==> src/design/krt_pkg.sv <==
// Shared constants, codes and the search word type for the keyed record table.
`default_nettype none
package krt_pkg;

  localparam int TABLE_DEPTH = 128;
  localparam int CNT_W       = $clog2(TABLE_DEPTH + 1);
  localparam int DATA_W      = 32;

  localparam logic [1:0] CMD_INSERT = 2'd0;
  localparam logic [1:0] CMD_LOOKUP = 2'd1;
  localparam logic [1:0] CMD_UPDATE = 2'd2;

  localparam logic [2:0] ST_OK        = 3'd0;
  localparam logic [2:0] ST_FULL      = 3'd1;
  localparam logic [2:0] ST_DUPLICATE = 3'd2;
  localparam logic [2:0] ST_NOT_FOUND = 3'd3;
  localparam logic [2:0] ST_EMPTY     = 3'd4;
  localparam logic [2:0] ST_NEGATIVE  = 3'd5;

  typedef struct packed {
    logic              vld;
    logic [1:0]        cmd;
    logic [DATA_W-1:0] key;
    logic [DATA_W-1:0] qty;
    logic [DATA_W-1:0] price;
    logic [CNT_W-1:0]  rem;
    logic              hit;
    logic              placed;
    logic [DATA_W-1:0] hit_qty;
    logic [DATA_W-1:0] hit_price;
  } tok_t;

endpackage
`default_nettype wire

==> src/design/krt_cell.sv <==
// One table cell: holds one record and passes the search word to its neighbor.
`default_nettype none
module krt_cell (
  input  wire logic          clk,
  input  wire logic          rst_n,
  input  wire logic          en,
  input  wire krt_pkg::tok_t tok_i,
  output krt_pkg::tok_t      tok_o
);
  import krt_pkg::*;

  logic [DATA_W-1:0] key_r, key_nxt;
  logic [DATA_W-1:0] qty_r, qty_nxt;
  logic [DATA_W-1:0] price_r, price_nxt;
  tok_t              tok_r, tok_nxt;
  logic              live;
  logic              match;
  logic              place;

  always_comb begin
    live      = (tok_i.rem != '0);
    match     = tok_i.vld && live && !tok_i.hit && (key_r == tok_i.key);
    place     = tok_i.vld && !live && !tok_i.placed && !tok_i.hit &&
                (tok_i.cmd == CMD_INSERT);
    tok_nxt   = tok_i;
    key_nxt   = key_r;
    qty_nxt   = qty_r;
    price_nxt = price_r;
    if (live) begin
      tok_nxt.rem = tok_i.rem - CNT_W'(1);
    end
    if (match) begin
      tok_nxt.hit       = 1'b1;
      tok_nxt.hit_qty   = qty_r;
      tok_nxt.hit_price = price_r;
      if ((tok_i.cmd == CMD_UPDATE) && !tok_i.qty[DATA_W-1]) begin
        qty_nxt = tok_i.qty;
      end
    end
    if (place) begin
      tok_nxt.placed = 1'b1;
      key_nxt        = tok_i.key;
      qty_nxt        = tok_i.qty;
      price_nxt      = tok_i.price;
    end
  end

  always_ff @(posedge clk) begin
    if (!rst_n) begin
      tok_r <= '0;
    end else if (en) begin
      tok_r <= tok_nxt;
    end
  end

  always_ff @(posedge clk) begin
    if (en) begin
      key_r   <= key_nxt;
      qty_r   <= qty_nxt;
      price_r <= price_nxt;
    end
  end

  assign tok_o = tok_r;

endmodule
`default_nettype wire

==> config.mk <==
export PLATFORM = sky130hd
export DESIGN_NAME = krt_cell
export DESIGN_NICKNAME = d
export VERILOG_FILES = /design/src/design/krt_pkg.sv /design/src/design/krt_cell.sv
export SDC_FILE = /design/constraint.sdc
export NUM_CORES = 1
export LEC_CHECK = 0
export ABC_AREA = 1
export CAP_MARGIN = 10
export CORE_MARGIN = 10
export CORE_UTILIZATION = 65
export DETAILED_ROUTE_END_ITERATION = 7
export DONT_BUFFER_PORTS = 1
export MAX_ROUTING_LAYER = met4
export PLACE_DENSITY_LB_ADDON = 0.1
export SLEW_MARGIN = 20
export SYNTH_ARGS = -nofsm -noshare
export SYNTH_HDL_FRONTEND = slang
export SYNTH_SLANG_ARGS = --single-unit
==> constraint.sdc <==
create_clock -name clk -period 16.5 [get_ports clk]
set_clock_uncertainty 0.15 [all_clocks]
set_input_delay 3.3 -clock clk [delete_from_list [all_inputs] [get_ports clk]]
set_output_delay 3.3 -clock clk [all_outputs]
set_load 0.01 [all_outputs]
[Word level (Yosys, flattened, before mapping)]
Index checks and enable logic that the tools add are counted.
Storage, ports and cells
  bits in registers: 269
  latch bits: 0
  memory bits (writable): 0
  bits in read-only memories: 0
  input bits: 176
  output and inout bits: 173
  memories kept: 0
Cells by class
  add/subtract/negate cells: 1
  $mul: 0
  divide/modulo/power cells: 0
  order comparisons: 0
  equal/unequal tests: 2
  shift-type cells: 0
  multiplexer cells: 7
  bitwise gates (word level): 0
  reduce and logical (&&, ||, !) cells: 18
Operators by type and width (count)
  32-bit 2-to-1 mux: 3
  64-bit 2-to-1 mux: 1
  32-bit == test: 1
  1-bit logical AND: 8
  8-bit 2-to-1 mux: 1
  8-bit nonzero test: 1
  8-bit by 1-bit subtractor with 8-bit output (second input constant): 1
  1-bit zero test: 4
  2-bit nonzero test: 2
  3-bit AND reduction: 1
  2-bit == test (second input constant): 1
  2-bit zero test: 1
  1-bit 2-to-1 mux: 2
  2-bit AND reduction: 1

[Longest topological paths before layout]
  word-level depth: 8
  depth in mapped cells: 14
  mapped depth without buffers: 12

[Worst setup path before layout]
OpenSTA, ideal clock, no wires.
  kind: input -> register
  from: in tok_i[66] (netlist name)
  to: reg qty_r[0] (enable)
  setup time: 390 ps
  arrival time: 9520 ps
  slack: 6440 ps
  stages: 8
  path buffers: 0
  cells stage by stage: inv_1 ha_1 nand2_1 nor2_2 nand3_2 nor3_1 inv_1 nand2_1
On the way
  word-level cells in the longest chain between the ends: 8
  elaborated cells between the ends (all ways): 12
RTL lines
  start: declaration: RTL line krt_cell.sv:7  | input wire krt_pkg::tok_t tok_i,
  8-bit nonzero test *: RTL line krt_cell.sv:21  | live = (tok_i.rem != '0);
  1-bit zero test: RTL line krt_cell.sv:23  | place = tok_i.vld && !live && !tok_i.placed && !tok_i.hit &&
  1-bit logical AND (4 in a row): RTL line krt_cell.sv:23
  2-bit nonzero test (no line)
  3-bit AND reduction (no line) *
  end signal: assignment: RTL line krt_cell.sv:59  | qty_r <= qty_nxt;
  end: declaration: RTL line krt_cell.sv:13  | logic [DATA_W-1:0] qty_r, qty_nxt;
Mark *: on every way between the ends. The rest lies on a longest branch, timed or not.
A chain may end at the register's enable or synchronous reset.

[Worst setup path after layout]
  from: in tok_i[66] (netlist name)
  to: reg tok_r, in the netlist tok_o[54]
On the way
  word-level cells in the longest chain between the ends: 5
RTL lines
  8-bit nonzero test: RTL line krt_cell.sv:21
  1-bit logical AND (3 in a row): RTL line krt_cell.sv:22  | match = tok_i.vld && live && !tok_i.hit && (key_r == tok_i.key);
  64-bit 2-to-1 mux: RTL line krt_cell.sv:32  | if (match) begin
  end signal: assignment: RTL line krt_cell.sv:52  | tok_r <= tok_nxt;
  end: declaration: RTL line krt_cell.sv:15  | tok_t tok_r, tok_nxt;
Every way passes these cells.

==> results.md <==
- In the routed layout, each cell is associated on average with a via count of 5.59.
- The cell row count is 47.
- The count of antenna diodes in the layout is 0.
- The longest clock path from root to sink contains 3 buffers.
- The data required time of the worst path is 16.79 ns.
- The width of the die is 151 um.
- The maximum clock frequency is 188 MHz.
- Of the cells placed in the final design, the portion with a size suffix greater than 1 is 4.98%.
- The iteration count of the initial detailed-routing pass is 5.
- The highest-delay cell along the critical path is nand3_2.
- The final net count is 1502.
- The congestion estimate from routability-driven global placement came to 0.933.
- The critical path contains buffers and inverters numbering 2 combined.
- The placed wire-length estimate after detailed placement is 22200 um.
- The die area is 22700 sq um.
- The worst setup slack before clock tree synthesis is 10.68 ns.
- The worst hold-check path type is flip-flop to flip-flop.
- The endpoint of the lowest-slack register-to-register path is tok_o[54]$_SDFFE_PN0P_.
- After detailed routing, the total wire length is 31800 um.
- The number of global-route vias before repair is 8252.
- The critical path launch point type is an input port.
- The clock edge transition at the registers on the reported setup and hold paths is 0.06 ns.
- Of the post-synthesis cell area, the dominant cell type holds 31.2%.
- Once the clock tree was built, the resizer swapped 0 gates to a different size.
- Along the worst hold path, the cell count comes to 2.
- The dominant delay contributor by cell family on the critical path is simple AND/OR/NAND/NOR gates.
- During placement, the flow inserted port buffers numbering 0.
- The start point of the worst hold path is tok_o[16]$_SDFFE_PN0P_.
- The post-synthesis sequential area ratio is 57.2%.
- After synthesis, the cell types taking the most area are dfxtp_1 31%, edfxtp_1 26%, nand2_1 8.1%.
- The number of distinct library cells after synthesis is 27.
- The filler cells instantiated in the layout total 1296.
- Once placement completed, the tool counted placed cells totaling 1515.
- The number of DRC violations after detailed routing is 0.
- The post-route fraction of the period consumed by the critical path is 32.2%.
- The post-synthesis cell count is 1364.
- Once layout is done, the placed cells without fillers occupy 12000 sq um.
- Entering global routing, the biggest net connects 195 pins.
- The amount of wire on met2 after detailed routing is 15100 um.
- The CTS tree is built.
- In this run the clock root is driven by a clkbuf_16.
- The non-filler instance count after layout is 1565.
- In this run the tightest slew margin relative to its limit is 43.4%.
- The worst hold path terminates at tok_o[16]$_SDFFE_PN0P_.
- The worst reg-to-reg setup slack is 13.76 ns.
- At the pin with the least slew margin, the transition time is 0.849 ns.
- The ratio of total power to cell area is 119 nW/um^2.
- After detailed routing, the average wire length per cell comes to 20.3 um.
- The critical register-to-register path startpoint is key_r[17]$_DFFE_PP_.
- The critical path goes through inv_1 -> ha_1 -> nand2_1 -> nor2_2 -> nand3_2 -> nand4_1 -> nor2_4 -> nand3_2 -> buf_4 -> nand2_1 -> nand3_1 -> a21oi_1.
- The initial standard-cell utilization of the core is 66.6%.
- IR analysis of the VDD net gives a maximum drop of 0.000110 V.
- After detailed routing, no signal wire sits above met4.
- The net count after synthesis is 1541.
- The placeable core region is 16600 sq um.
- The worst endpoint data arrival time is 5.60 ns.
- The hold buffer count at cts is 0.
- The delay of the slowest critical-path stage is 0.59 ns.
- The overall power is 1.43 mW.
- The total count of max-transition violations in the final report is 0.
- Summed over all cells, the static leakage comes to 5.34 nW.
- The synthesized design contains 269 register bits.
- Along the worst path, the maximum fanout reaches 34.
- The cell area that synthesis handed to floorplanning was 11100 sq um.
- The total number of vias is 8755.
- In the layout the commonest cells are 240 x nand2_1, 200 x inv_1, 187 x nor2_1.
- Cells fill 72.2% of the core in the end.
- In this run the cell area measured after placement is 11100 sq um.
- The Yosys step of the flow raised 0 warnings.
- The setup-violating endpoint count in the final report is 0.
- The run finished with clean final reports.
- For this run the aggregate overflow at the end of global routing stands at 0.
- Compared with the post-synthesis result, the final layout area differs by 8.40%.
- The depth of the CTS H-tree is 1.
- Setup repair after global routing left no endpoint under its margin.
- Detailed routing placed a total of 3830 um of wire on met3.
- The post-route worst setup slack is 11.19 ns.
- The wire length of the first global-routing pass is 47200 um.
- The leading cell type in the layout, fill and taps excluded is nand2_1.
- The detailed router finished its first iteration with 622 violations.
- The leading area contributor after synthesis is dfxtp_1.
- The critical path is of the input port to flip-flop type.
- The cell depth of the worst flop-to-flop path is 10.
- Summing all multi-input logic gate instances after layout gives 3620 sq um.
- Across every metal layer, demand over resource in global routing totals 27.0%.
- 349 I/O pins were placed.
- The count of nets left with antenna violations once routing finished came out at 0.
- In the final timing run, aggregate negative setup slack is 0 ns.
- The time the worst path needs with I/O delays and setup is 5.31 ns.
- A synthesized cell averages 8.13 sq um.
- At the later pin of the worst-skew pair, clock insertion delay measures 0.52 ns.
- After detailed routing, the wire length on met1 is 11700 um.
- The tightest hold path in the finished design has a slack of 0.370 ns.
- The height of the chip is 151 um.
- The tool flagged a number of max-cap violations equal to 0.
- The number of antenna violations at the first check in global routing was 0.
- The clock sink count is 269.
- The hold violation count in the final report was 0.
- The worst setup path is captured at a flip-flop.
- The count of buffers added by post-CTS timing repair for setup is 0.
- The sequential cell area is 6350 sq um.
- TritonCTS created 27 clock buffers.
==> tightest hold or removal path: stages, from the launching register on <==
cell and delay (ns):
dfxtp_1 0.34, nand2_1 0.07, a21oi_1 0.06
==> cell usage after synthesis <==
| cell | number |
|---|---|
| a31oi_1 | 3 |
| nor3_1 | 5 |
| nand2_1 | 240 |
| nor4_1 | 2 |
| nand3_1 | 136 |
| nor3b_1 | 3 |
| clkinv_1 | 4 |
| nor2_1 | 188 |
| buf_2 | 15 |
| ha_1 | 1 |
| clkbuf_1 | 49 |
| nand4_1 | 10 |
| edfxtp_1 | 96 |
| nor2_4 | 1 |
| buf_6 | 6 |
| dfxtp_1 | 173 |
| nor2_2 | 1 |
| xnor2_1 | 5 |
| xor2_1 | 6 |
| o2111ai_1 | 1 |
| inv_1 | 202 |
| buf_1 | 6 |
| inv_2 | 4 |
| o21ai_0 | 107 |
| a211oi_1 | 1 |
| nand3_2 | 1 |
| a21oi_1 | 98 |
==> per-layer routing <==
| layer | track usage (%) | up-vias |
|---|---|---|
| met4 | 8.85 | 0 |
| met5 | - | - |
| met3 | 8.97 | 64 |
| li1 | - | 4270 |
| met2 | 42.9 | 396 |
| met1 | 31.7 | 4025 |
==> area by class of cell <==
class | count | area share, %
sequential | 269 | 52.8
multi-input combinational | 809 | 30.1
inverter | 210 | 6.58
clock buffer | 31 | 5.99
tap | 220 | 2.29
clock inverter | 18 | 1.54
timing repair buffer | 8 | 0.666
==> sequential cells by signal (all words and copies together), names as in the netlist <==
register / count
key_r: 32
price_r: 32
tok_o: 173
qty_r: 32
==> where the power goes <==
group	internal (mW)	switching (mW)	leakage (nW)	total (mW)
logic	0.0249	0.0387	2.61	0.0636
clock network	0.361	0.257	0.428	0.618
registers	0.713	0.0353	2.30	0.748
==> kinds of logic after synthesis <==
family / Yosys count / synth area share [%]
simple gates: 587 / 22.0
compound gates: 210 / 9.57
buf+inv: 286 / 10.3
xor+xnor: 11 / 0.869
flops: 269 / 57.2
fa+ha+maj: 1 / 0.113
==> worst max-delay path by stage <==
stage              start                endpoint  cells past startpoint
2_1_floorplan  tok_i[66]      qty_r[0]$_DFFE_PP_                      8
4_1_cts        tok_i[66]  tok_o[45]$_SDFFE_PN0P_                     12
6_report       tok_i[66]  tok_o[54]$_SDFFE_PN0P_                     12
3_3_place_gp   tok_i[66]  tok_o[33]$_SDFFE_PN0P_                     12
5_1_grt        tok_i[66]  tok_o[54]$_SDFFE_PN0P_                     12
3_5_place_dp   tok_i[66]  tok_o[45]$_SDFFE_PN0P_                     12
Note: power is estimated with default switching activity, not from simulation.
